`src/rtl/pps_pkg.sv`:
```
// shared types, constants and codes of the packet protocol stats parser
package pps_pkg;

  localparam int DEF_IFACE_COUNT = 256;
  localparam int DEF_LENGTH_BITS = 16;

  localparam int DRAW_W = 32;
  localparam int MOD_W = 16;
  localparam int CNT_W = 64;
  localparam int MOD_STEPS = 2;
  localparam int MOD_ITERS = DRAW_W / MOD_STEPS;
  localparam int MOD_CNT_W = $clog2(MOD_ITERS);

  localparam logic [MOD_W-1:0] MODULUS_RESET = 16'd100;

  localparam logic CMD_FRAME = 1'b0;
  localparam logic CMD_READ = 1'b1;
  localparam logic KIND_EVENT = 1'b0;
  localparam logic KIND_READOUT = 1'b1;

  localparam logic [15:0] ETHERTYPE_IPV4 = 16'h0800;
  localparam logic [7:0] PROTO_ICMP = 8'd1;
  localparam logic [7:0] PROTO_TCP = 8'd6;
  localparam logic [7:0] PROTO_UDP = 8'd17;

  localparam int MIN_IP_LEN = 34;
  localparam int TCP_LEN = 54;
  localparam int UDP_LEN = 42;

  localparam int POS_ETHER_HI = 12;
  localparam int POS_ETHER_LO = 13;
  localparam int POS_PROTO = 23;
  localparam int POS_SRC_FIRST = 26;
  localparam int POS_SRC_LAST = 29;
  localparam int POS_DST_FIRST = 30;
  localparam int POS_DST_LAST = 33;
  localparam int POS_PORT_FIRST = 34;
  localparam int POS_PORT_LAST = 37;

  typedef enum logic [1:0] {
    MOD_IDLE,
    MOD_RUN,
    MOD_DONE
  } mod_state_t;

  typedef struct packed {
    logic [15:0] ether_kind;
    logic [7:0]  proto;
    logic [31:0] src_addr;
    logic [31:0] dst_addr;
    logic [31:0] ports;
  } frame_t;

  typedef struct packed {
    logic [CNT_W-1:0] pkts;
    logic [CNT_W-1:0] bytes;
    logic [CNT_W-1:0] tcp;
    logic [CNT_W-1:0] udp;
    logic [CNT_W-1:0] icmp;
  } counters_t;

  typedef struct packed {
    logic             rd_en;
    logic             upd;
    logic [CNT_W-1:0] len;
    logic             is_tcp;
    logic             is_udp;
    logic             is_icmp;
  } cnt_ctl_t;

  typedef struct packed {
    logic busy;
    logic fin;
    logic rem_zero;
  } mod_stat_t;

  typedef struct packed {
    logic        result_kind;
    logic [63:0] stamp;
    logic [31:0] source_addr;
    logic [31:0] dest_addr;
    logic [15:0] source_port;
    logic [15:0] dest_port;
    logic [63:0] byte_value;
    logic [7:0]  proto_num;
    logic [63:0] frame_count;
    logic [63:0] tcp_count;
    logic [63:0] udp_count;
    logic [63:0] icmp_count;
  } out_item_t;

endpackage

```
`src/rtl/pps_frame_parser.sv`:
```
// per-frame header capture and byte offset tracking
module pps_frame_parser #(
  parameter int LENGTH_BITS = pps_pkg::DEF_LENGTH_BITS
) (
  input  logic                   clk,
  input  logic                   rst_n,
  input  logic                   byte_en,
  input  logic [7:0]             pkt_byte,
  input  logic                   last_byte,
  output logic [LENGTH_BITS-1:0] len_nxt,
  output pps_pkg::frame_t        frame_nxt
);
  import pps_pkg::*;

  logic [LENGTH_BITS-1:0] offset_r;
  frame_t                 frame_r;

  always_comb begin
    frame_nxt = frame_r;
    if (offset_r == LENGTH_BITS'(POS_ETHER_HI) || offset_r == LENGTH_BITS'(POS_ETHER_LO)) begin
      frame_nxt.ether_kind = {frame_r.ether_kind[7:0], pkt_byte};
    end else if (offset_r == LENGTH_BITS'(POS_PROTO)) begin
      frame_nxt.proto = pkt_byte;
    end else if (offset_r >= LENGTH_BITS'(POS_SRC_FIRST) &&
                 offset_r <= LENGTH_BITS'(POS_SRC_LAST)) begin
      frame_nxt.src_addr = {frame_r.src_addr[23:0], pkt_byte};
    end else if (offset_r >= LENGTH_BITS'(POS_DST_FIRST) &&
                 offset_r <= LENGTH_BITS'(POS_DST_LAST)) begin
      frame_nxt.dst_addr = {frame_r.dst_addr[23:0], pkt_byte};
    end else if (offset_r >= LENGTH_BITS'(POS_PORT_FIRST) &&
                 offset_r <= LENGTH_BITS'(POS_PORT_LAST)) begin
      frame_nxt.ports = {frame_r.ports[23:0], pkt_byte};
    end
    len_nxt = (offset_r == {LENGTH_BITS{1'b1}}) ? offset_r : offset_r + LENGTH_BITS'(1);
  end

  always_ff @(posedge clk) begin
    if (!rst_n) begin
      offset_r <= '0;
      frame_r  <= '0;
    end else if (byte_en) begin
      if (last_byte) begin
        offset_r <= '0;
        frame_r  <= '0;
      end else begin
        offset_r <= len_nxt;
        frame_r  <= frame_nxt;
      end
    end
  end

endmodule

```
`config.mk`:
```
export PLATFORM = sky130hd
export DESIGN_NAME = pps_frame_parser
export DESIGN_NICKNAME = d
export VERILOG_FILES = /design/src/rtl/pps_pkg.sv /design/src/rtl/pps_frame_parser.sv
export SDC_FILE = /design/constraint.sdc
export NUM_CORES = 1
export LEC_CHECK = 0
export CAP_MARGIN = 15
export CORE_AREA = 2 2 198 103
export CTS_BUF_LIST = sky130_fd_sc_hd__clkbuf_4
export DETAILED_ROUTE_END_ITERATION = 10
export DIE_AREA = 0 0 200 105
export DONT_BUFFER_PORTS = 1
export GPL_TIMING_DRIVEN = 0
export SLEW_MARGIN = 20
export SYNTH_ARGS = -nofsm -noshare
export SYNTH_HDL_FRONTEND = slang
export SYNTH_SLANG_ARGS = --single-unit
```
`constraint.sdc`:
```
create_clock -name clk -period 3.1 [get_ports clk]
set_input_delay 0.62 -clock clk [delete_from_list [all_inputs] [get_ports clk]]
set_output_delay 0.62 -clock clk [all_outputs]
set_load 0.02 [all_outputs]
```
==> flow_summary_export.csv, run 1 <==
group,metric,value,unit
global_routing,grt_remaining_overflow,0,
logic_synthesis,synth_area,0.006802,mm^2
outcome,violations,"setup timing",
die,io_pins,148,
setup_path,worstSetupStartpointType,"flip-flop",
place,dp_hpwl,15.61,mm
die,rows,36,
sta,rsz0062_at_grt,"yes",
setup_path,startpoint,"offset_r[0]",
global_routing,antenna_found_initial,0,
logic_synthesis,synth_cell_types,53,
setup_path,crit_path_frequent_cell,"buf_12",
clocking,clkLatencyLatePin,550,ps
global_routing,first_global_vias,5104,
logic_synthesis,synth_common_cells,"dfxtp_1, mux2_2, nand2_1",
clocking,root_buffer,"clkbuf_4",
setup_path,r2r_start,"offset_r[0]",
logic_synthesis,synth_compound_area_share,20.27,%
routing,viasPerCell,5.588,
final_layout,design_area,0.008396,mm^2
flow_run,drv_cap,0,
setup_path,worstSetupPathType,"flip-flop to output port",
logic_synthesis,async_reset_ff_share,0,%
sta,setup_viol,65,
clocking,htreeDepth,4,
final_layout,area_growth,23.44,%
logic_synthesis,synthAdderAreaFrac,0.9198,%
logic_synthesis,ys_ff_latch,136,
outcome,outcome,"finished, violations left",
sta,tns,-7009,ps
sta,slew-limit-headroom,35.53,%
routing,drc_errors,0,
sta,max_freq,0.3096,GHz
logic_synthesis,syn_avg_cell_area,9.857,um^2
setup_path,cp_slowest_cell,"dfxtp_4",
power_and_ir_drop,p_leak,3.276,nW
die,die_area,0.02100,mm^2
clocking,clock-sinks,136,
routing,wl_met3,2.341,mm
final_layout,stdcell_count,1015,
global_routing,grt_max_degree,17,
logic_synthesis,synthXorXnorAreaFrac,1.545,%
logic_synthesis,yosysMostFrequentCell,"dfxtp_1",
logic_synthesis,synth.largest_area_cell,"dfxtp_1",
sta,fin_crit_sh,104.2,%
routing,vias,5672,
clocking,cts_tree,"built",
logic_synthesis,synth_top_family_by_area,"compound AO/OA/AOI/OAI gates",
place,dp.cells,956,
setup_path,cp_cell_sequence,"buf_12 > ha_4 > or3b_4 > nand2b_4 > o2111ai_4 > buf_6 > buf_12 > mux2_4",
sta,finClkSkew,29.72,ps
hold_path,min-delay-start,"last_byte",
place,dpl-instance-area,0.007134,mm^2
die,initial_utilization,35.53,%
sta,hold_viol_final,0,
clocking,cts_buffers,17,
setup_path,arrival,2610,ps
die,core,0.01914,mm^2
place,place_ws,58.05,ps
place,io_buffers,0,
setup_path,cp-end-kind,"output port",
sta,hold_ws,408.2,ps
logic_synthesis,synthMuxAreaShare,20.18,%
sta,setup_slack,-130.2,ps
global_routing,grtUsageTotal,20.94,%
logic_synthesis,synth_nets,707,
sta,period_needed,3230,ps
clocking,path_clk_slew,140,ps
logic_synthesis,synth-main-ff-cell,"dfxtp_1",
clocking,cts.path.max_buffers,2,
routing,wire_per_inst,22.12,um
routing,initialDrtViolationCount,508,
routing,top_layer_used,"met4",
logic_synthesis,yosysWarnings,0,
final_layout,drive_above_1_share,38.24,%
routing,drt.antenna.violating_nets,0,
hold_path,hp-class,"primary input to flip-flop",
logic_synthesis,netlist_instances,690,
routing,dr.pass1.iters,5,
power_and_ir_drop,vdd_drop_max,0.1912,mV
setup_path,worstPathRequired,2480,ps
sta,worstMarginPinSlew,963.4,ps
final_layout,fillers,1829,
die,die_w,200,um
routing,wl_met1,11.46,mm
logic_synthesis,synth_top_cells_by_area,"dfxtp_1, mux2_2, a22o_1, nand2_1, a21oi_1",
clocking,hold_buffers,0,
final_layout,nets,752,
place,finalWeightedCongestion,0.8869,
die,die_h,105,um
power_and_ir_drop,powerDensity,397.7,mW/mm^2
setup_path,slowest_delay,410,ps
routing,wirelength,22.45,mm
global_routing,grt_first_pass_wirelength,32.95,mm
logic_synthesis,seq_area_frac_synth,40.03,%
logic_synthesis,synth_top_area_share,40.03,%
sta,maxSlewViolCount,0,
setup_path,crit_fanout,6,
logic_synthesis,synthSimpleGateAreaFrac,10.96,%
logic_synthesis,synth-edff-count,0,
routing,dr_wl_met2,8.587,mm
## power breakdown
part           internal [mW]  leakage (nW)  switching (mW)
combinational         0.0373          2.00           0.125
clock                  0.734         0.174           0.697
sequential              1.74          1.10         0.00285
total                   2.51          3.28           0.824
## metal layers
metal	GRT usage, %	vias to the layer above
met5	0	-
met1	32.65	2796
met3	9.393	6
li1	-	2653
met4	2.540	0
met2	25.87	217
## flip-flops by register name, indices dropped and copies added, names as in the netlist
| name | cells |
|---|---|
| frame_r | 120 |
| offset_r | 16 |
## cell families after synthesis
kind of cell | after synthesis
AOI/OAI and AO/OA | 195
and+or+nand+nor | 145
DFF | 136
muxes | 122
buffers and inverters | 75
xor gates and xnor gates | 12
adders and majority gates | 5
## layout make-up
cell class                      instances  area, um^2  share of cell area [%]
Buffer                                 65       515.5                   6.140
Tap cell                              266       332.8                   3.964
Timing Repair Buffer                   28       314.1                   3.741
Inverter                                8       37.54                  0.4471
Clock buffer                           19       142.6                   1.699
Sequential cell                       136        2754                   32.80
Antenna cell                            1       2.502                 0.02981
Multi-Input combinational cell        479        4094                   48.76
Clock inverter                         13       202.7                   2.414
## cells in the final DEF (no fill, tap or decap), types with 4 or more instances in the layout
cell | Yosys | final
buf_2 | 23 | 11
mux2_4 | 0 | 22
nand2_1 | 78 | 74
buf_6 | 9 | 20
dfxtp_4 | 0 | 6
and4_1 | 5 | 4
and3_1 | 8 | 7
clkbuf_1 | 24 | 23
bufinv_16 | 0 | 5
a21oi_1 | 40 | 39
o22ai_1 | 32 | 32
a22o_1 | 64 | 64
mux2_2 | 121 | 99
buf_4 | 9 | 23
nand3_1 | 6 | 4
inv_1 | 8 | 6
o21ai_0 | 32 | 31
clkbuf_4 | 0 | 19
and2_1 | 5 | 4
o21a_1 | 5 | 5
nor2_1 | 14 | 10
ha_4 | 0 | 4
buf_8 | 0 | 5
dfxtp_1 | 136 | 123
nand4_1 | 6 | 6
buf_12 | 0 | 6
dfxtp_2 | 0 | 7
## worst max-delay path, delay by kind of cell (launching register included)
family | cells | cell delay, ps
simple gates | 2 | 490
buf+inv | 3 | 460
flops | 1 | 410
mux | 1 | 340
compound gates | 1 | 180
fa+ha+maj | 1 | 160
## path summary, 6_finish.rpt
check	to	slack, ps	depth (start not counted)
max	frame_nxt[57]	-130	8
min	offset_r[4]	410	3
max reg2reg	frame_r[46]	680	10
min reg2reg	frame_r[118]	470	2
## stage by stage
stage | util (%) | total power, mW
after floorplan | - | 1.875
after global placement | 37.27 | 1.929
after detailed placement | 37.27 | 1.929
after CTS | 42.18 | 3.361
after global routing | 43.84 | 3.471
final | 43.86 | 3.339
## repair_timing
item / in CTS / in global routing
pin swaps: 9 / 11
resized for setup: 88 / 64
gates cloned: 3 / 2
buffers inserted: 16 / 10
endpoints found under the setup margin: 128 / 126
Power figures use the tool's default switching activity.
==> run 2, diff against run 1 <==
--- a/config.mk
+++ b/config.mk
@@ -12,7 +12,9 @@
 export DIE_AREA = 0 0 200 105
 export DONT_BUFFER_PORTS = 1
 export GPL_TIMING_DRIVEN = 0
+export PLACE_DENSITY_LB_ADDON = 0.15
 export SLEW_MARGIN = 20
 export SYNTH_ARGS = -nofsm -noshare
 export SYNTH_HDL_FRONTEND = slang
 export SYNTH_SLANG_ARGS = --single-unit
+export TNS_END_PERCENT = 10
==> run 2 against run 1 <==
The run still ends with setup timing left. Maximum frequency increased by 1.7%. First-iteration DRC count shrank 21%. Routed wire length shrank 0.50%. Die area unchanged. Setup slack improved by 53 ps. Clock power decreased by 13%. Clock skew up 7.2 ps. Design area is 2.6% lower. Hold slack lost 24 ps. Combinational power shrank 3%. Critical path depth did not move. Critical path type unchanged. Largest power group unchanged.
==> flow_summary_export.csv, run 2 (synthesized netlist as in run 1, its figures left out) <==
group,metric,value,unit
sta,tns,-3062,ps
sta,max_freq,0.3148,GHz
global_routing,grt_first_pass_wirelength,33.34,mm
setup_path,path_depth,8,
place,finalWeightedCongestion,0.8565,
final_layout,reg.largest.list,"frame_r: 120 flops, offset_r: 16 flops",
sta,finClkSkew,36.94,ps
hold_path,hp-class,"primary input to flip-flop",
die,io_pins,148,
final_layout,layout_commonest_cell,"dfxtp_1",
sta,setup_slack,-77.09,ps
setup_path,path_buf_inv,3,
global_routing,first_global_vias,5468,
sta,setup_viol,63,
clocking,root_buffer,"clkbuf_4",
place,dp.cells,956,
final_layout,stdcell_count,1008,
setup_path,endpoint,"frame_nxt[46]",
global_routing,grt_max_degree,18,
die,die_h,105,um
die,die_area,0.02100,mm^2
final_layout,top_register,"frame_r",
clocking,htreeDepth,4,
routing,wirelength,22.34,mm
setup_path,worst_r2r_path_depth,11,
clocking,clock-sinks,136,
final_layout,num_antenna_cells,0,
setup_path,cp_cell_sequence,"buf_6 > ha_4 > o311ai_4 > nand2b_4 > o2111ai_4 > buf_12 > clkbuf_16 > mux2_2",
setup_path,arrival,2560,ps
final_layout,most-common-layout-cells,"dfxtp_1, mux2_2, nand2_1",
place,dp_hpwl,15.83,mm
sta,fin_crit_sh,102.5,%
clocking,cts_buffers,17,
setup_path,cpLargestDelayFamily,"buffers and inverters",
die,initial_utilization,35.53,%
clocking,cts_tree,"built",
setup_path,slowest_delay,410,ps
sta,rsz0062_at_grt,"yes",
routing,drt.antenna.violating_nets,0,
power_and_ir_drop,total_power,3.158,mW
sta,maxSlewViolCount,0,
routing,initialDrtViolationCount,401,
setup_path,reg2reg_to,"frame_r[19]",
power_and_ir_drop,p_leak,3.207,nW
setup_path,crit_fanout,5,
global_routing,grtUsageTotal,21.01,%
power_and_ir_drop,vdd_drop_max,0.2272,mV
hold_path,hold_depth,3,
global_routing,antenna_found_initial,0,
global_routing,grt_remaining_overflow,0,
routing,vias,5674,
clocking,path_clk_slew,160,ps
place,io_buffers,0,
die,core,0.01914,mm^2
final_layout,area_growth,20.25,%
clocking,clkLatencyLatePin,560,ps
sta,period_needed,3177,ps
sta,worstMarginPinSlew,997.9,ps
setup_path,worstPathRequired,2480,ps
setup_path,cp_slowest_cell,"dfxtp_4",
final_layout,fillers,1857,
setup_path,startpoint,"offset_r[1]",
flow_run,drv_cap,0,
final_layout,drive_above_1_share,35.98,%
setup_path,cp-end-kind,"output port",
setup_path,worstSetupStartpointType,"flip-flop",
die,die_w,200,um
clocking,cts.path.max_buffers,2,
power_and_ir_drop,powerDensity,386.1,mW/mm^2
die,rows,36,
routing,wire_per_inst,22.16,um
final_layout,largest_reg_flops,120,
setup_path,r2r_start,"offset_r[0]",
setup_path,reg2reg_slack,750,ps
sta,hold_ws,384.5,ps
routing,drc_errors,0,
outcome,outcome,"finished, violations left",
final_layout,nets,746,
sta,hold_viol_final,0,
sta,slew-limit-headroom,33.23,%
clocking,hold_buffers,0,
setup_path,worstSetupPathType,"flip-flop to output port",
outcome,violations,"setup timing",
routing,viasPerCell,5.629,
routing,dr.pass1.iters,5,
## run 2: cell count changes in the layout (fill, tap and decap cells not counted), moves of 5 or more
cell       change
inv_8          +6
mux2_4        +22
bufinv_16      -5
dfxtp_1        +5
mux2_2        -22
## run 2: worst min path at each step
stage,end,startpoint,slack (ps)
after floorplan,frame_r[56],frame_r[56],440
after global placement,frame_r[119],frame_r[119],450
after detailed placement,frame_r[59],frame_r[59],460
after CTS,offset_r[4],last_byte,330
after global routing,offset_r[13],last_byte,370
final,offset_r[4],last_byte,380
## run 2: worst reg2reg max path: cells and delay by family, from the launching register on
kind	cells	cell delay (ps)
flops	1	440
simple gates	3	640
compound gates	2	330
fa+ha+maj	1	160
buf+inv	5	680
## run 2: through the flow
stage	util (%)	setup slack, ps	instance area (um^2)
finish	42.73	-77.09	8179
global route	42.73	-165.4	8179
CTS	42.22	-117.6	8083
detailed placement	37.27	-40.16	7134
global placement	37.27	12.29	7134
floorplan	-	479.3	6802
## run 2: timing repair
| action | CTS | global route |
|---|---|---|
| pin swaps | 9 | 3 |
| cloned | 2 | 1 |
| gates resized for setup | 117 | 19 |
| buffers inserted | 17 | 1 |
| setup endpoints to repair | 135 | 128 |
## run 2: cell type report
class / instances / area (um^2) / share of cell area [%]
Sequential cell: 136 / 2738 / 33.47
Tap cell: 266 / 332.8 / 4.069
Inverter: 8 / 40.04 / 0.4895
Timing Repair Buffer: 21 / 231.5 / 2.830
Clock inverter: 15 / 175.2 / 2.142
Clock buffer: 17 / 127.6 / 1.560
Multi-Input combinational cell: 479 / 4043 / 49.43
Buffer: 66 / 491.7 / 6.012
## run 2: per-layer routing
metal | global-route usage [%] | share of wire (%)
met5 | 0 | 0
met4 | 3.439 | 0.36
met3 | 6.133 | 7.2
met2 | 30.06 | 41
met1 | 31.18 | 51
## run 2: where the power goes
part	internal [mW]	switching [mW]
sequential	1.75	0.00292
combinational	0.0360	0.121
clock	0.384	0.865
total	2.17	0.990
==> run 3, diff against run 2 <==
--- a/config.mk
+++ b/config.mk
@@ -6,10 +6,10 @@
 export NUM_CORES = 1
 export LEC_CHECK = 0
 export CAP_MARGIN = 15
-export CORE_AREA = 2 2 198 103
+export CORE_AREA = 2 2 181 112
 export CTS_BUF_LIST = sky130_fd_sc_hd__clkbuf_4
 export DETAILED_ROUTE_END_ITERATION = 10
-export DIE_AREA = 0 0 200 105
+export DIE_AREA = 0 0 183 114
 export DONT_BUFFER_PORTS = 1
 export GPL_TIMING_DRIVEN = 0
 export PLACE_DENSITY_LB_ADDON = 0.15
==> run 3 against run 2 <==
Highest routed layer unchanged. Global-route usage shrank 0.35 points. Combinational power is essentially flat. Critical path depth unchanged. The flow still finishes with violations (setup timing).
==> flow_summary_export.csv, run 3 (synthesized netlist as in run 1, its figures left out) <==
group,metric,value,unit
die,io_pins,148,
sta,worstMarginPinSlew,1020,ps
sta,max_freq,0.3113,GHz
global_routing,grt_max_degree,17,
final_layout,fillers,1926,
global_routing,grt_first_pass_wirelength,32.75,mm
routing,wirelength,21.53,mm
sta,fin_crit_sh,103.6,%
global_routing,grtUsageTotal,20.65,%
power_and_ir_drop,p_leak,3.160,nW
clocking,path_clk_slew,120,ps
clocking,clkLatencyLatePin,560,ps
routing,vias,5619,
power_and_ir_drop,pwr-share-seq,60.0,%
global_routing,grt_remaining_overflow,0,
sta,setup_viol,41,
place,dp.cells,942,
routing,viasPerCell,5.670,
outcome,violations,"setup timing",
sta,finClkSkew,13.26,ps
final_layout,stdcell_count,991,
die,die_area,0.02086,mm^2
sta,hold_viol_final,0,
setup_path,arrival,2590,ps
outcome,outcome,"finished, violations left",
final_layout,largest_reg_flops,120,
die,initial_utilization,35.03,%
routing,dr.pass1.iters,5,
clocking,clock-sinks,136,
clocking,cts_tree,"built",
final_layout,drive_above_1_share,35.72,%
die,die_h,114,um
global_routing,first_global_vias,5493,
clocking,hold_buffers,0,
flow_run,drv_cap,0,
clocking,htreeDepth,4,
clocking,cts_buffers,17,
final_layout,area_growth,18.56,%
routing,initialDrtViolationCount,383,
setup_path,cp-end-kind,"output port",
final_layout,most-common-layout-cells,"dfxtp_1, mux2_2, nand2_1",
sta,period_needed,3213,ps
setup_path,worstSetupStartpointType,"flip-flop",
die,core,0.01942,mm^2
clocking,root_buffer,"clkbuf_4",
setup_path,crit_fanout,10,
routing,wire_per_inst,21.73,um
power_and_ir_drop,intPower,2.148,mW
routing,drc_errors,0,
final_layout,layout_commonest_cell,"dfxtp_1",
setup_path,worstSetupPathType,"flip-flop to output port",
die,rows,40,
power_and_ir_drop,powerDensity,361.2,mW/mm^2
place,io_buffers,0,
routing,drt.antenna.violating_nets,0,
final_layout,num_antenna_cells,0,
final_layout,reg.largest.list,"frame_r: 120 flops, offset_r: 16 flops",
setup_path,reg2reg_slack,770,ps
sta,maxSlewViolCount,0,
sta,slew-limit-headroom,31.76,%
final_layout,top_register,"frame_r",
setup_path,worstPathRequired,2480,ps
final_layout,final_core_util,41.53,%
place,place_ws,49.00,ps
place,dp_hpwl,15.16,mm
power_and_ir_drop,comb_power_share,5.4,%
power_and_ir_drop,vdd_drop_max,0.2270,mV
global_routing,antenna_found_initial,0,
sta,setup_slack,-112.5,ps
die,die_w,183,um
clocking,cts.path.max_buffers,2,
power_and_ir_drop,power.share.clock,34.6,%
sta,rsz0062_at_grt,"yes",
power_and_ir_drop,p_switching,0.7650,mW
hold_path,hp-class,"primary input to flip-flop",
power_and_ir_drop,sw_frac_of_total,26.26,%
place,finalWeightedCongestion,0.8496,
final_layout,nets,748,
run 3: cell types whose count changed in the layout (fill, tap and decap cells not counted), sizes merged:
| cell | delta |
|---|---|
| clkbuf | +1 |
| clkinvlp | -1 |
| inv | -9 |
| buf | +2 |
| clkinv | +3 |
| bufinv | +1 |
run 3: final timing paths:
path                    start       endpoint  cells past startpoint
setup / recovery  offset_r[1]  frame_nxt[58]                      8
hold reg to reg   frame_r[62]    frame_r[62]                      2
hold / removal      last_byte    offset_r[4]                      3
setup reg to reg  offset_r[1]    frame_r[26]                     11
run 3: final cells by class:
type                       instances  area, um^2  share of cell area, %
clock inverter                     9       63.81                 0.7913
sequential                       136        2744                  34.03
timing repair buffer              23       239.0                  2.964
buffer                            66       508.0                  6.299
inverter                           8       37.54                 0.4655
clock buffer                      18       135.1                  1.676
tap                              252       315.3                  3.910
multi-input combinational        479        4021                  49.87
run 3: timing repair:
action                                  in CTS  in global routing
resized for setup                           89                 45
gates cloned                                 3                  1
endpoints found under the setup margin     128                126
pin swaps                                    7                  5
buffers inserted                            14                  5
run 3: critical path, cell delays in order (launching register included):
cell	delay [ps]
dfxtp_4	390
buf_6	120
ha_4	150
o311ai_4	300
nand2b_4	200
o2111ai_4	180
buf_12	210
buf_12	140
mux2_4	340
run 3: power by group through the flow:
stage / clock, mW / combinational [mW] / sequential [mW]
after floorplan: 0 / 0.0864 / 1.79
after global placement: 0 / 0.137 / 1.79
after detailed placement: 0 / 0.139 / 1.79
after CTS: 1.04 / 0.153 / 1.75
after global routing: 1.11 / 0.171 / 1.75
final: 1.01 / 0.157 / 1.75
run 3: routing by layer:
metal | part of all wire, % | vias to the layer above | wire [um] | global-route usage [%]
met1 | 50 | 2789 | 10840 | 29.82
met2 | 40 | 185 | 8664 | 28.43
met3 | 8.2 | 15 | 1776 | 7.886
met5 | 0 | - | 0 | 0
li1 | - | 2630 | - | -
met4 | 1.1 | 0 | 246 | 5.493
run 3: stage by stage:
step | cell area (um^2) | hold WS, ps | setup TNS, ps | total power, mW
6_report | 8064 | 388.1 | -3460 | 2.913
5_1_grt | 8064 | 349.1 | -11580 | 3.035
4_1_cts | 7860 | 338.6 | -7042 | 2.943
3_5_place_dp | 7117 | 456.9 | 0 | 1.929
3_3_place_gp | 7117 | 453.8 | 0 | 1.926
2_1_floorplan | 6802 | 442.9 | 0 | 1.875
