[config.mk]
export PLATFORM = sky130hd
export DESIGN_NAME = pps_mod_unit
export DESIGN_NICKNAME = d
export VERILOG_FILES = /design/src/rtl/pps_pkg.sv /design/src/rtl/pps_mod_unit.sv
export SDC_FILE = /design/constraint.sdc
export NUM_CORES = 1
export LEC_CHECK = 0
export BUFFER_PORTS_ARGS = -buffer_cell sky130_fd_sc_hd__buf_2
export CAP_MARGIN = 5
export CORE_AREA = 2 2 90 92
export CTS_CLUSTER_DIAMETER = 150
export DETAILED_ROUTE_END_ITERATION = 7
export DIE_AREA = 0 0 92 94
export PLACE_DENSITY = 0.8
export SLEW_MARGIN = 20
export SYNTH_ARGS = -nofsm -noshare
export SYNTH_HDL_FRONTEND = slang
export SYNTH_SLANG_ARGS = --single-unit
export TNS_END_PERCENT = 1
[constraint.sdc]
create_clock -name clk -period 5.3 [get_ports clk]
set_input_delay 1.06 -clock clk [delete_from_list [all_inputs] [get_ports clk]]
set_output_delay 1.06 -clock clk [all_outputs]
set_load 0.01 [all_outputs]
[src/rtl/pps_pkg.sv]
// shared types, constants and codes of the packet protocol stats parser
package pps_pkg;

  localparam int DEF_IFACE_COUNT = 256;
  localparam int DEF_LENGTH_BITS = 16;

  localparam int DRAW_W = 32;
  localparam int MOD_W = 16;
  localparam int CNT_W = 64;
  localparam int MOD_STEPS = 2;
  localparam int MOD_ITERS = DRAW_W / MOD_STEPS;
  localparam int MOD_CNT_W = $clog2(MOD_ITERS);

  localparam logic [MOD_W-1:0] MODULUS_RESET = 16'd100;

  localparam logic CMD_FRAME = 1'b0;
  localparam logic CMD_READ = 1'b1;
  localparam logic KIND_EVENT = 1'b0;
  localparam logic KIND_READOUT = 1'b1;

  localparam logic [15:0] ETHERTYPE_IPV4 = 16'h0800;
  localparam logic [7:0] PROTO_ICMP = 8'd1;
  localparam logic [7:0] PROTO_TCP = 8'd6;
  localparam logic [7:0] PROTO_UDP = 8'd17;

  localparam int MIN_IP_LEN = 34;
  localparam int TCP_LEN = 54;
  localparam int UDP_LEN = 42;

  localparam int POS_ETHER_HI = 12;
  localparam int POS_ETHER_LO = 13;
  localparam int POS_PROTO = 23;
  localparam int POS_SRC_FIRST = 26;
  localparam int POS_SRC_LAST = 29;
  localparam int POS_DST_FIRST = 30;
  localparam int POS_DST_LAST = 33;
  localparam int POS_PORT_FIRST = 34;
  localparam int POS_PORT_LAST = 37;

  typedef enum logic [1:0] {
    MOD_IDLE,
    MOD_RUN,
    MOD_DONE
  } mod_state_t;

  typedef struct packed {
    logic [15:0] ether_kind;
    logic [7:0]  proto;
    logic [31:0] src_addr;
    logic [31:0] dst_addr;
    logic [31:0] ports;
  } frame_t;

  typedef struct packed {
    logic [CNT_W-1:0] pkts;
    logic [CNT_W-1:0] bytes;
    logic [CNT_W-1:0] tcp;
    logic [CNT_W-1:0] udp;
    logic [CNT_W-1:0] icmp;
  } counters_t;

  typedef struct packed {
    logic             rd_en;
    logic             upd;
    logic [CNT_W-1:0] len;
    logic             is_tcp;
    logic             is_udp;
    logic             is_icmp;
  } cnt_ctl_t;

  typedef struct packed {
    logic busy;
    logic fin;
    logic rem_zero;
  } mod_stat_t;

  typedef struct packed {
    logic        result_kind;
    logic [63:0] stamp;
    logic [31:0] source_addr;
    logic [31:0] dest_addr;
    logic [15:0] source_port;
    logic [15:0] dest_port;
    logic [63:0] byte_value;
    logic [7:0]  proto_num;
    logic [63:0] frame_count;
    logic [63:0] tcp_count;
    logic [63:0] udp_count;
    logic [63:0] icmp_count;
  } out_item_t;

endpackage

[src/rtl/pps_mod_unit.sv]
// iterative remainder unit for the sampling decision, two bits per cycle
module pps_mod_unit (
  input  logic                           clk,
  input  logic                           rst_n,
  input  logic                           start,
  input  logic [pps_pkg::DRAW_W-1:0]     dividend,
  input  logic [pps_pkg::MOD_W-1:0]      divisor,
  input  logic                           ack,
  output pps_pkg::mod_stat_t             stat
);
  import pps_pkg::*;

  mod_state_t           state_r, state_nxt;
  logic [DRAW_W-1:0]    dvd_r, dvd_nxt;
  logic [MOD_W-1:0]     rem_r, rem_nxt;
  logic [MOD_W-1:0]     dsr_r;
  logic [MOD_CNT_W-1:0] cnt_r;

  always_comb begin
    logic [MOD_W:0] trial;
    dvd_nxt = dvd_r;
    rem_nxt = rem_r;
    trial = '0;
    for (int i = 0; i < MOD_STEPS; i++) begin
      trial = {rem_nxt, dvd_nxt[DRAW_W-1]};
      if (trial >= {1'b0, dsr_r}) begin
        trial = trial - {1'b0, dsr_r};
      end
      rem_nxt = trial[MOD_W-1:0];
      dvd_nxt = {dvd_nxt[DRAW_W-2:0], 1'b0};
    end
  end

  always_comb begin
    state_nxt = state_r;
    unique case (state_r)
      MOD_IDLE: begin
        if (start) state_nxt = MOD_RUN;
      end
      MOD_RUN: begin
        if (cnt_r == MOD_CNT_W'(MOD_ITERS - 1)) state_nxt = MOD_DONE;
      end
      MOD_DONE: begin
        if (ack) state_nxt = MOD_IDLE;
      end
      default: state_nxt = MOD_IDLE;
    endcase
    stat.busy     = (state_r != MOD_IDLE);
    stat.fin      = (state_r == MOD_DONE);
    stat.rem_zero = (rem_r == '0);
  end

  always_ff @(posedge clk) begin
    if (!rst_n) begin
      state_r <= MOD_IDLE;
    end else begin
      state_r <= state_nxt;
    end
  end

  always_ff @(posedge clk) begin
    if (state_r == MOD_IDLE && start) begin
      dvd_r <= dividend;
      rem_r <= '0;
      dsr_r <= divisor;
      cnt_r <= '0;
    end else if (state_r == MOD_RUN) begin
      dvd_r <= dvd_nxt;
      rem_r <= rem_nxt;
      cnt_r <= cnt_r + MOD_CNT_W'(1);
    end
  end

endmodule

==> impl.org, run 1 <==
** GRT
- After global routing the overflow that remains totals 0.
- Global route hottest layer :: met2
- Met1 layer usage reported by global route :: 29.4%
- Number of global-route vias before repair :: 3250
- Met3 routing resource usage after global routing :: 6.66%
- Met2 Resource Use GR :: 36.0%
- Entering global routing, the biggest net connects 58 pins.
- First-pass GRT wire length :: 15.3 mm
- The initial antenna violation count came to 0.
- Global routing consumed, over all layers together, 22.8% of the routing resources.

** Critical path
- Data on the critical path is required at its endpoint by 5500 ps.
- Arr. time, crit path :: 5240 ps
- The critical path runs through a total of 19 cells.
- Worst Setup Start Kind :: flip-flop
- The largest single stage delay on the critical path is 410 ps.
- Grouping stages by cell kind, the critical path spends the most delay in compound AO/OA/AOI/OAI gates.
- Worst Path Class, Setup :: reg -> reg
- For this design, the slowest cell found on the critical path is nor3b_1.
- Counting both buffers and inverters, the worst setup path holds a total of 2.
- Counting cells, the worst reg-to-reg path comes to 19.
- Counting stages on the worst path, the most repeated cell is o21ai_1.
- The signal on the critical path passes through inv_1 -> ha_1 -> a21o_1 -> a221o_1 -> a221oi_2 -> o21ai_2 -> a21oi_4 -> buf_4 -> o21ai_1 -> ha_1 -> o21ai_0 -> nor2_1 -> o2bb2ai_1 -> o21ai_1 -> nor3b_1 -> o211ai_1 -> o211ai_4 -> mux2i_1 -> o21ai_1.
- STA classifies the critical path endpoint as a flip-flop.
- Highest fanout seen on the critical path :: 20

** Timing
- The final-report hold violation count was 0.
- Worst slew margin relative to its limit :: 38.9%
- Slew Viols, Final :: 0
- Final TNS setup :: 0 ps
- Setup repair after global routing left no endpoint under its margin.
- Period minus WS final :: 5040 ps
- Final setup skew :: 6.92 ps
- Share of the cycle needed by the critical path after routing :: 95.0%
- Worst-margin pin slew :: 917 ps
- Total of endpoints with negative setup slack in the final report :: 0
- Max Fclk :: 0.199 GHz
- Smallest hold slack :: 489 ps

** Finish
- The number of antenna diodes in the final layout is 0.
- The layout has 625 filler cells.
- The post-route netlist has 24.6% of its cells at a drive strength greater than 1.
- Relative to the synthesized area, the layout overhead comes to 12.9%.
- For this run, the post-layout net count is 558.
- Once layout is complete, the cells apart from fillers number 578.

** CTS
- The number of setup buffers added after CTS is 0.
- Clock transition at the register clock pins on the worst setup and hold paths after CTS :: 80 ps
- Number of buffers inserted during clock tree synthesis :: 9
- The H-tree was split into 3 levels.
- TritonCTS built the clock tree.
- CTS placed an instance of clkbuf_8 at the clock tree root.
- The number of hold buffers added after CTS was 0.
- Maximum root-to-sink buffer count :: 2
- Clock net sink count :: 70
- Clock latency reported for the late side of the worst-skew pair :: 360 ps
- In this run, post-CTS repair resized a total of 0 instances.

** Synthesis
- In the post-synthesis netlist, the biggest area contributors are edfxtp_1 (33%), dfxtp_1 (10%), ha_1 (9.4%).
- Post-synth top flop :: edfxtp_1
- Number of flops mapped to enable cells by yosys :: 48
- Cell type with the highest aggregate area in the netlist :: edfxtp_1
- For this run, the number of Yosys warnings is 0.
- Distinct cell type count of the synthesized netlist :: 51
- Synth Net Count :: 500
- Number of instances in the synthesized netlist :: 413
- Per-instance average area after synthesis :: 10.7 um^2
- In the synthesized netlist the async set-or-reset flop fraction comes to 0%.
- In this run, synthesis produced a sequential element count of 70.
- The top cell type by area accounts for 32.7% of the synthesized area.
- Sequential-to-total area share from yosys stat :: 42.7%
- Summed instance area of the synthesized netlist :: 0.00441 mm^2

** Detailed routing
- The first routing iteration left 148 violations.
- Summing over every cut layer, the via total after detailed routing is 3325.
- Remaining antenna violation count :: 0
- Post-detailed-routing wire length :: 9.32 mm
- The first TritonRoute pass finished after 5 iterations.
- DRC violation count after routing :: 0
- Dividing the detail-routed wire length by the instance count gives 16.1 um.
- After detailed routing, the number of vias per cell comes to 5.75.

** Min path
- The worst hold path passes through 2 cells.
- The path class of the tightest hold or removal check is reg -> reg.

** Place
- Placed cell count :: 562
- The wire-length estimate of the detail-placed layout is 6.83 mm.
- In this run the tool buffered the top-level ports with 54 buffer cells.
- Routability-driven placement finished with a final weighted congestion of 0.901.

** Floorplanning
- The die is 94 um tall.
- Placeable core area :: 0.00761 mm^2
- Horizontal die dimension :: 92 um
- Effective utilization at floorplan :: 57.9%
- Area of the die :: 0.00865 mm^2
- In this run the count of I/O pins placed on the die edge is 55.
- Standard-cell row count :: 32

** Pwr
- Dividing total power by cell area gives a power density of 589 mW/mm^2.
- Leakage dissipation :: 0.00212 uW
- Largest vdd supply drop :: 234 uV

** Flow run
- MaxCap Viol Count :: 0

** Run status
- The flow ran to the end, and the final reports show no timing, DRC or antenna violations.
-- cell usage after synthesis (all sizes together) (6+ instances only) --
| library cell | instances |
|---|---|
| nand2b | 6 |
| nor2 | 21 |
| ha | 33 |
| dfxtp | 22 |
| nor3 | 6 |
| xor2 | 11 |
| a21oi | 19 |
| inv | 23 |
| edfxtp | 48 |
| nor4 | 8 |
| nand3 | 6 |
| clkbuf | 7 |
| mux2i | 16 |
| nand2 | 41 |
| xnor2 | 18 |
| o21ai | 31 |
| mux2 | 35 |
| a21o | 8 |
-- metal layers --
layer	vias to the layer above	share of wire, %
met2	106	46
met4	0	2.9
met3	25	7.2
met5	-	0
met1	1557	44
li1	1637	-
-- power by group --
part,switching (uW),leakage [uW],internal (uW)
sequential,75.1,0.000652,689
clock,225,0.0000976,219
combinational,943,0.00137,781
-- cells in the final DEF, fill, tap and decap left out, types with 8 or more instances in the layout --
master    synthesis  final
xnor2_1          18     18
xor2_1           10     10
o21ai_1          20     20
nor2_1           21     20
mux2_2           34     34
nand2_1          41     41
nor4_1            8      8
dfxtp_1          22     22
edfxtp_1         48     48
a21oi_1          17     17
mux2i_1          16     16
ha_1             33     33
inv_1            23     22
buf_2             2     54
a21o_1            8      8
clkbuf_8          0      9
o21ai_0          10     10
-- worst reg2reg max path: stages, from the launching register on --
cell and delay [ps]:
edfxtp_1 390, inv_1 100, ha_1 280, a21o_1 190, a221o_1 360, a221oi_2 290, o21ai_2 150, a21oi_4 280
buf_4 320, o21ai_1 160, ha_1 370, o21ai_0 100, nor2_1 110, o2bb2ai_1 100, o21ai_1 310, nor3b_1 410
o211ai_1 220, o211ai_4 360, mux2i_1 290, o21ai_1 90
-- flip-flops by register name, summed over array words and instances, names as in the netlist --
| signal | count |
|---|---|
| cnt_r | 4 |
| dsr_r | 16 |
| dvd_r | 32 |
| rem_r | 16 |
| state_r | 2 |
-- cell families after synthesis --
kind of cell / count (synthesis) / synth area share, %
simple gates: 107 / 11.5
mux: 51 / 12.6
xor+xnor: 29 / 5.94
buf+inv: 33 / 3.24
compound gates: 88 / 13.7
fa+ha+maj: 35 / 10.3
flops: 70 / 42.7
-- cell type report --
cell class	instances	area (um^2)	area share (%)
Clock inverter	7	72.6	1.46
Clock buffer	9	124	2.49
Timing Repair Buffer	57	293	5.89
Tap cell	102	128	2.57
Sequential cell	70	1880	37.8
Inverter	23	86.3	1.74
Multi-Input combinational cell	310	2390	48.0
-- through the flow --
step | total power [uW] | worst slack (ps) | utilization, % | area [um^2]
6_report | 2930 | 264 | 65.4 | 4970
5_1_grt | 3150 | 55.7 | 65.4 | 4970
4_1_cts | 2920 | 338 | 65.4 | 4970
3_5_place_dp | 2460 | 397 | 62.8 | 4780
3_3_place_gp | 2410 | 532 | 62.8 | 4780
2_1_floorplan | 2180 | 771 | - | 4410
-- final timing paths --
| kind | from | endpoint | slack [ps] |
|---|---|---|---|
| worst max-delay path | dsr_r[10] | rem_r[4] | 260 |
| worst min-delay path | cnt_r[1] | cnt_r[1] | 490 |
| worst max register to register | dsr_r[10] | rem_r[4] | 260 |
| worst min register to register | cnt_r[1] | cnt_r[1] | 490 |
Power figures use the tool's default switching activity.
==> run 2, diff against run 1 <==
--- a/config.mk
+++ b/config.mk
@@ -7,11 +7,12 @@
 export LEC_CHECK = 0
 export BUFFER_PORTS_ARGS = -buffer_cell sky130_fd_sc_hd__buf_2
 export CAP_MARGIN = 5
-export CORE_AREA = 2 2 90 92
+export CORE_AREA = 2 2 89 91
+export CTS_BUF_LIST = sky130_fd_sc_hd__clkbuf_2 sky130_fd_sc_hd__clkbuf_4 sky130_fd_sc_hd__clkbuf_8
 export CTS_CLUSTER_DIAMETER = 150
 export DETAILED_ROUTE_END_ITERATION = 7
-export DIE_AREA = 0 0 92 94
-export PLACE_DENSITY = 0.8
+export DIE_AREA = 0 0 91 93
+export PLACE_DENSITY = 0.82
 export SLEW_MARGIN = 20
 export SYNTH_ARGS = -nofsm -noshare
 export SYNTH_HDL_FRONTEND = slang
==> run 2 against run 1 <==
Against the previous run: final area rose by 0.50%; flip-flop and latch count did not move; count of clock-buffer cells in the layout rose by 1; total power rose by 1.7%; maximum frequency barely moved; sequential power barely moved; die area fell by 2.1%; largest cell class unchanged; largest power group unchanged; highest routed layer unchanged.
==> impl.org, run 2 (synthesis gave the netlist of run 1 again) <==
** Run status
- The flow ran to the end, and the final reports show no timing, DRC or antenna violations.

** Finish
- In the final layout, the multi-input gates occupy 0.00239 mm^2.
- At the end of the flow, the number of nets in the layout was 558.
- Across the whole layout, storage elements account for 0.00188 mm^2.
- Register with the most flip-flops :: dvd_r
- The library cells used most frequently in the layout, excluding fill and tap cells, are buf_2 (54), edfxtp_1 (48), nand2_1 (41), mux2_2 (34), ha_1 (33).
- For this run, the number of standard cells in the final layout without fillers is 578.
- The number of antenna diodes in the final layout is 0.
- Largest registers :: dvd_r x32, dsr_r x16, rem_r x16
- Fill cell instance count of the final layout :: 611
- The library cell used most frequently in the layout, excluding fill and tap cells, is buf_2.
- Compared with the post-synthesis result, the final layout area differs by 13.5%.
- Number of flip-flops under the largest register name :: 32
- Layout cell share with drive strength beyond 1 :: 24.6%

** CTS
- Clock net sink count :: 70
- In this run the clock root is driven by a clkbuf_8.
- Clock latency reported for the late side of the worst-skew pair :: 350 ps
- Clock transition at the register clock pins on the worst setup and hold paths after CTS :: 80 ps
- Number of buffers inserted during clock tree synthesis :: 9
- TritonCTS built the clock tree.
- CTS HTree Levels :: 3
- Maximum root-to-sink buffer count :: 2
- For this design, the CTS-stage hold fixing added 0 buffers.

** Min path
- Hold path startpoint :: rem_r[10]
- HP Class :: reg -> reg

** Detailed routing
- Number of vias in the routed layout :: 3358
- Metal-1 WL :: 4.16 mm
- Met3 layer wire length in the routed design :: 548 um
- In the detailed route, the total length drawn on met2 is 4.50 mm.
- Violation count after the first detailed-route iteration :: 228
- Routed signal wires occupy layers up through met4.
- The first TritonRoute pass finished after 5 iterations.
- The final layout contains routed wiring with a total length of 9.49 mm.
- DRC violation count after routing :: 0
- In this run the remaining antenna-violating nets after routing total 0.
- Dividing the detail-routed wire length by the instance count gives 16.4 um.
- Dividing the detail-routed via count by the number of cells gives 5.81.

** Critical path
- Worst Setup Start Kind :: flip-flop
- Worst Path Class, Setup :: reg -> reg
- The worst setup path is captured at a flip-flop.
- Crit Reg-Reg Startpoint :: dsr_r[10]
- CP Launch Point :: dsr_r[10]
- For the worst setup path, the data arrival time is 5300 ps.
- Highest fanout seen on the critical path :: 20
- For the worst setup path, the data required time is 5560 ps.

** Timing
- Worst-margin pin slew :: 860 ps
- The tightest hold path in the finished design has a slack of 493 ps.
- After routing, the total negative slack on setup checks comes to 0 ps.
- Final setup skew :: 9.32 ps
- Slew Viols, Final :: 0
- The worst path needs 5040 ps of the cycle, external delays included.
- The worst pin sits at a relative slew slack of 42.6%.
- Based on the critical path, the design can be clocked at up to 0.198 GHz.
- Setup violations remaining at the end of the flow were counted as 0.
- Share of the cycle needed by the critical path after routing :: 95.1%
- Hold Vio Cnt, Final :: 0
- Setup repair after global routing left no endpoint under its margin.

** Pwr
- Power density over the cells :: 596 mW/mm^2
- Clk network pwr share :: 16.0%
- Logic pwr share :: 58.4%
- Switching part of the total power :: 41.6%
- Largest vdd supply drop :: 275 uV
- Of the total power, registers draw 25.6%.
- Net switching power figure :: 1240 uW
- Internal power :: 1740 uW
- Leakage dissipation :: 0.00214 uW
- After layout, the design draws a total of 2980 uW.

** Floorplanning
- Horizontal die dimension :: 91 um
- The floorplan has 32 rows.
- For this configuration, the core starts out at a cell density of 58.5%.
- The floorplan step defined a die boundary enclosing 0.00846 mm^2.
- Floorplan die height :: 93 um
- The core region is 0.00753 mm^2.
- Top-level port count :: 55

** Place
- At the end of routability-driven placement, the weighted congestion stood at 0.962.
- The HPWL after detailed placement is 6.81 mm.
- Placed cell count :: 562
- During placement, the flow inserted port buffers numbering 54.

** GRT
- Across every metal layer, demand over resource in global routing totals 23.5%.
- The via count of the first global-routing pass came to 3380.
- Entering global routing, the biggest net connects 58 pins.
- Global-route congestion overflow total :: 0
- The first global-routing pass estimated 15.8 mm of wire.
- Number of antenna violations at the first check in global routing :: 0

** Flow run
- MaxCap Viol Count :: 0
-- run 2: cell types whose count changed in the layout (fill, tap and decap cells not counted) --
cell	change
bufinv_16	+1
clkbuf_4	+1
clkinv_1	+1
clkinv_2	-1
clkinvlp_4	-1
inv_6	-1
nor3b_1	-1
nor3b_2	+1
-- run 2: what timing repair did --
action                     4_1_cts  5_1_grt
setup buffers                    0        0
setup endpoints to repair        0       16
resized for setup                0        1
-- run 2: final timing paths --
| path | endpoint | slack [ps] | depth (start not counted) |
|---|---|---|---|
| max | rem_r[14] | 260 | 19 |
| max reg2reg | rem_r[14] | 260 | 19 |
| min reg2reg | rem_r[10] | 490 | 2 |
| min | rem_r[10] | 490 | 2 |
-- run 2: cell type report --
type	instances	share of cell area [%]
Sequential cell	70	37.6
Inverter	23	1.73
Clock inverter	6	1.70
Multi-Input combinational cell	310	47.9
Clock buffer	10	2.63
Tap cell	102	2.55
Timing Repair Buffer	57	5.86
-- run 2: power by group through the flow --
stage,Combinational (uW),Sequential [uW],Clock [uW]
after detailed placement,1690,774,0
after global routing,1900,775,507
final,1740,764,478
after global placement,1640,770,0
after floorplan,1430,747,0
after CTS,1710,762,488
-- run 2: worst max-delay path, cell delays in order (launching register included) --
cell,delay [ps]
edfxtp_1,360
inv_1,100
ha_1,280
a21o_1,200
a221o_1,370
a221oi_2,340
o21ai_2,170
a21oi_4,290
buf_4,310
mux2_2,390
ha_1,340
nand4_1,150
a21oi_1,80
o41ai_1,580
a211oi_1,210
a21o_1,230
a21oi_1,170
xnor2_1,130
mux2i_1,90
o22ai_1,150
-- run 2: metal layers --
layer	track usage, %	up-vias
met4	12.4	0
li1	-	1640
met1	29.5	1576
met3	4.83	24
met2	38.6	118
met5	0	-
-- run 2: through the flow --
step	area, um^2	worst slack (ps)	util [%]
floorplan	4410	771	-
global placement	4780	512	63.5
detailed placement	4780	331	63.5
CTS	4990	178	66.3
global route	5000	43.4	66.4
finish	5000	261	66.4
==> run 3, diff against run 2 <==
--- a/config.mk
+++ b/config.mk
@@ -12,7 +12,8 @@
 export CTS_CLUSTER_DIAMETER = 150
 export DETAILED_ROUTE_END_ITERATION = 7
 export DIE_AREA = 0 0 91 93
-export PLACE_DENSITY = 0.82
+export GPL_TIMING_DRIVEN = 0
+export PLACE_DENSITY = 0.84
 export SLEW_MARGIN = 20
 export SYNTH_ARGS = -nofsm -noshare
 export SYNTH_HDL_FRONTEND = slang
==> run 3 against run 2 <==
Against the previous run: sequential power about the same; final area grew 1.3%; non-clock buffer count rose by 10; total power up 3.8%; utilization up 0.88 points; routed wire length is 3.4% higher; clock power is 2% higher; flip-flop and latch count unchanged.
==> impl.org, run 3 (synthesis gave the netlist of run 1 again) <==
** Floorplanning
- Standard-cell row count :: 32
- Pin placement for this block handled 55 I/O pins.
- The core region is 0.00753 mm^2.
- Area of the die :: 0.00846 mm^2
- Floorplan die height :: 93 um
- Effective utilization at floorplan :: 58.5%
- In this run the horizontal extent of the chip is 91 um.

** Min path
- Count of cells along the worst hold path :: 2
- In this run the worst hold path is classified as reg -> reg.

** Flow run
- Across the run, the number of max-cap violations was 0.

** CTS
- CTS saw 70 sinks.
- After clock tree synthesis, the clock-pin slew on the worst setup and hold paths is 70 ps.
- Clock tree synthesis selected as its root buffer the cell clkbuf_8.
- CTS tree :: built
- Number of buffers inserted during clock tree synthesis :: 9
- The number of hold buffers added after CTS was 0.
- CTS HTree Levels :: 3
- Maximum root-to-sink buffer count :: 2
- The clock reaches the later pin of the worst-skew pair after 360 ps.

** Finish
- Number of flip-flops under the largest register name :: 32
- Layout cell share with drive strength beyond 1 :: 25.3%
- Summing all non-filler instances in the final layout gives an area of 0.00506 mm^2.
- For this run, the share of the core covered by cells in the final layout is 67.3%.
- In the final design database the tool counted 568 nets.
- Leaving out fill and tap cells, the most frequent cell in the layout is buf_2.
- The area growth from synthesis to layout is 15.0%.
- The number of antenna diodes in the final layout is 0.
- The largest registers in the layout are dvd_r x32, dsr_r x16, rem_r x16.
- In the layout the commonest cells are buf_2 (56), edfxtp_1 (48), nand2_1 (41), mux2_2 (34), ha_1 (33).
- Ranked by flip-flop count, first place goes to dvd_r.

** Critical path
- Worst path cell trace :: inv_1 -> ha_1 -> and3_1 -> a221o_1 -> a221oi_2 -> o21ai_2 -> a21oi_4 -> buf_4 -> buf_2 -> mux2_1 -> ha_1 -> nand4_1 -> nor4_1 -> nor2_1 -> nand2_1 -> o211ai_1 -> o211ai_4 -> buf_12 -> mux2i_1 -> o22ai_1
- Together, buffers and inverters on the worst path number 4.
- Highest fanout seen on the critical path :: 10
- Top cell by count, worst path :: ha_1
- For the worst setup path, the data arrival time is 5240 ps.
- STA classifies the critical path endpoint as a flip-flop.
- Largest stage delay on the critical path :: 500 ps
- On the critical path the largest part of the delay comes from compound AO/OA/AOI/OAI gates.
- Cell with the largest stage delay on the worst path :: nor4_1
- Counting buffers and inverters, the worst setup path is 20 cells deep.
- Worst Setup Start Kind :: flip-flop
- Data required, critical path :: 5500 ps
- The worst register-to-register path has a depth of 20.
- The setup path with the least slack is of type reg -> reg.
- Worst reg2reg setup slack :: 260 ps

** Detailed routing
- Met3 layer wire length in the routed design :: 809 um
- In this run, the number of DRC markers left after iteration 0 of detailed routing was 323.
- Number of vias in the routed layout :: 3405
- Avg Vias per Cell :: 5.79
- Average wire per standard cell :: 16.7 um
- Wires add up to 9.82 mm.
- In this run the top signal layer used is met4.
- The count of nets left with antenna violations once routing finished came out at 0.
- Total met2 wirelength after detailed routing :: 4.64 mm
- Pre-antenna DRT Iters :: 5
- DRC violation count after routing :: 0
- After detailed routing, the wire length on met1 is 4.08 mm.

** Timing
- At the pin with the least slew margin, the transition time is 687 ps.
- Slack of the critical path :: 265 ps
- Worst slew margin relative to its limit :: 54.2%
- Total of endpoints with negative setup slack in the final report :: 0
- Clock skew on the completed layout was measured at 9.88 ps.
- The final-report hold violation count was 0.
- Share of the cycle needed by the critical path after routing :: 95.0%
- Period minus WS final :: 5040 ps
- For this run, the top clock speed supported by timing is 0.199 GHz.
- Slew Viols, Final :: 0
- Setup repair after global routing left no endpoint under its margin.

** Place
- Number of input and output port buffers inserted :: 54
- Once placement finished, the instance area stood at 0.00480 mm^2.
- Place WS :: -16.5 ps
- Routability-driven placement finished with a final weighted congestion of 0.895.
- DP Wirelength :: 7.22 mm

** Run status
- The run finished with clean final reports.

** GRT
- Global-route congestion overflow total :: 0
- The via count of the first global-routing pass is 3548.
- Overall routing resource usage :: 24.4%
- Largest net degree at the start of global routing :: 33
- The initial antenna violation count is 0.
- First-pass GRT wire length :: 16.2 mm

** Pwr
- Across the VDD grid, the largest voltage drop is 291 uV.
- The analysis attributes to cell leakage a power of 0.00217 uW.
- Power density over the cells :: 611 mW/mm^2
==> run 3: timing repair <==
action	in CTS	in global routing
buffers inserted	0	3
pin swaps	0	1
resized for setup	1	3
setup endpoints to repair	10	16
==> run 3: stage by stage <==
stage	power, uW	hold slack, ps	instances	setup TNS, ps
6_report	3090	487	588	0
5_1_grt	3300	521	588	0
4_1_cts	3020	486	585	0
3_5_place_dp	2530	473	569	-21.7
3_3_place_gp	2460	471	569	0
2_1_floorplan	2180	453	413	0
==> run 3: final cells by class <==
class                      count  area, um^2
buffer                        10        57.6
clock buffer                  10         131
clock inverter                 6        86.3
fill                         614        2460
inverter                      23        86.3
multi-input combinational    310        2400
sequential                    70        1880
tap                          102         128
timing repair buffer          57         293
==> run 3: path summary, 6_finish.rpt <==
kind | from | end
max reg2reg | dsr_r[11] | rem_r[11]
min reg2reg | cnt_r[1] | cnt_r[1]
min | cnt_r[1] | cnt_r[1]
max | dsr_r[11] | rem_r[11]
==> run 3: layer usage <==
layer | track usage, % | up-vias
met5 | 0 | -
met4 | 10.1 | 0
met3 | 6.37 | 32
met2 | 40.1 | 143
met1 | 30.9 | 1569
li1 | - | 1661
==> run 3: tightest hold or removal path, stage by stage (launching register included) <==
cell and delay [ps]:
dfxtp_1 330, nand2_1 60, o21ai_0 60
==> run 3: power by group <==
part           switching, uW  internal (uW)
Combinational           1000            840
Clock                    216            270
Sequential              77.2            689
Total                   1300           1800
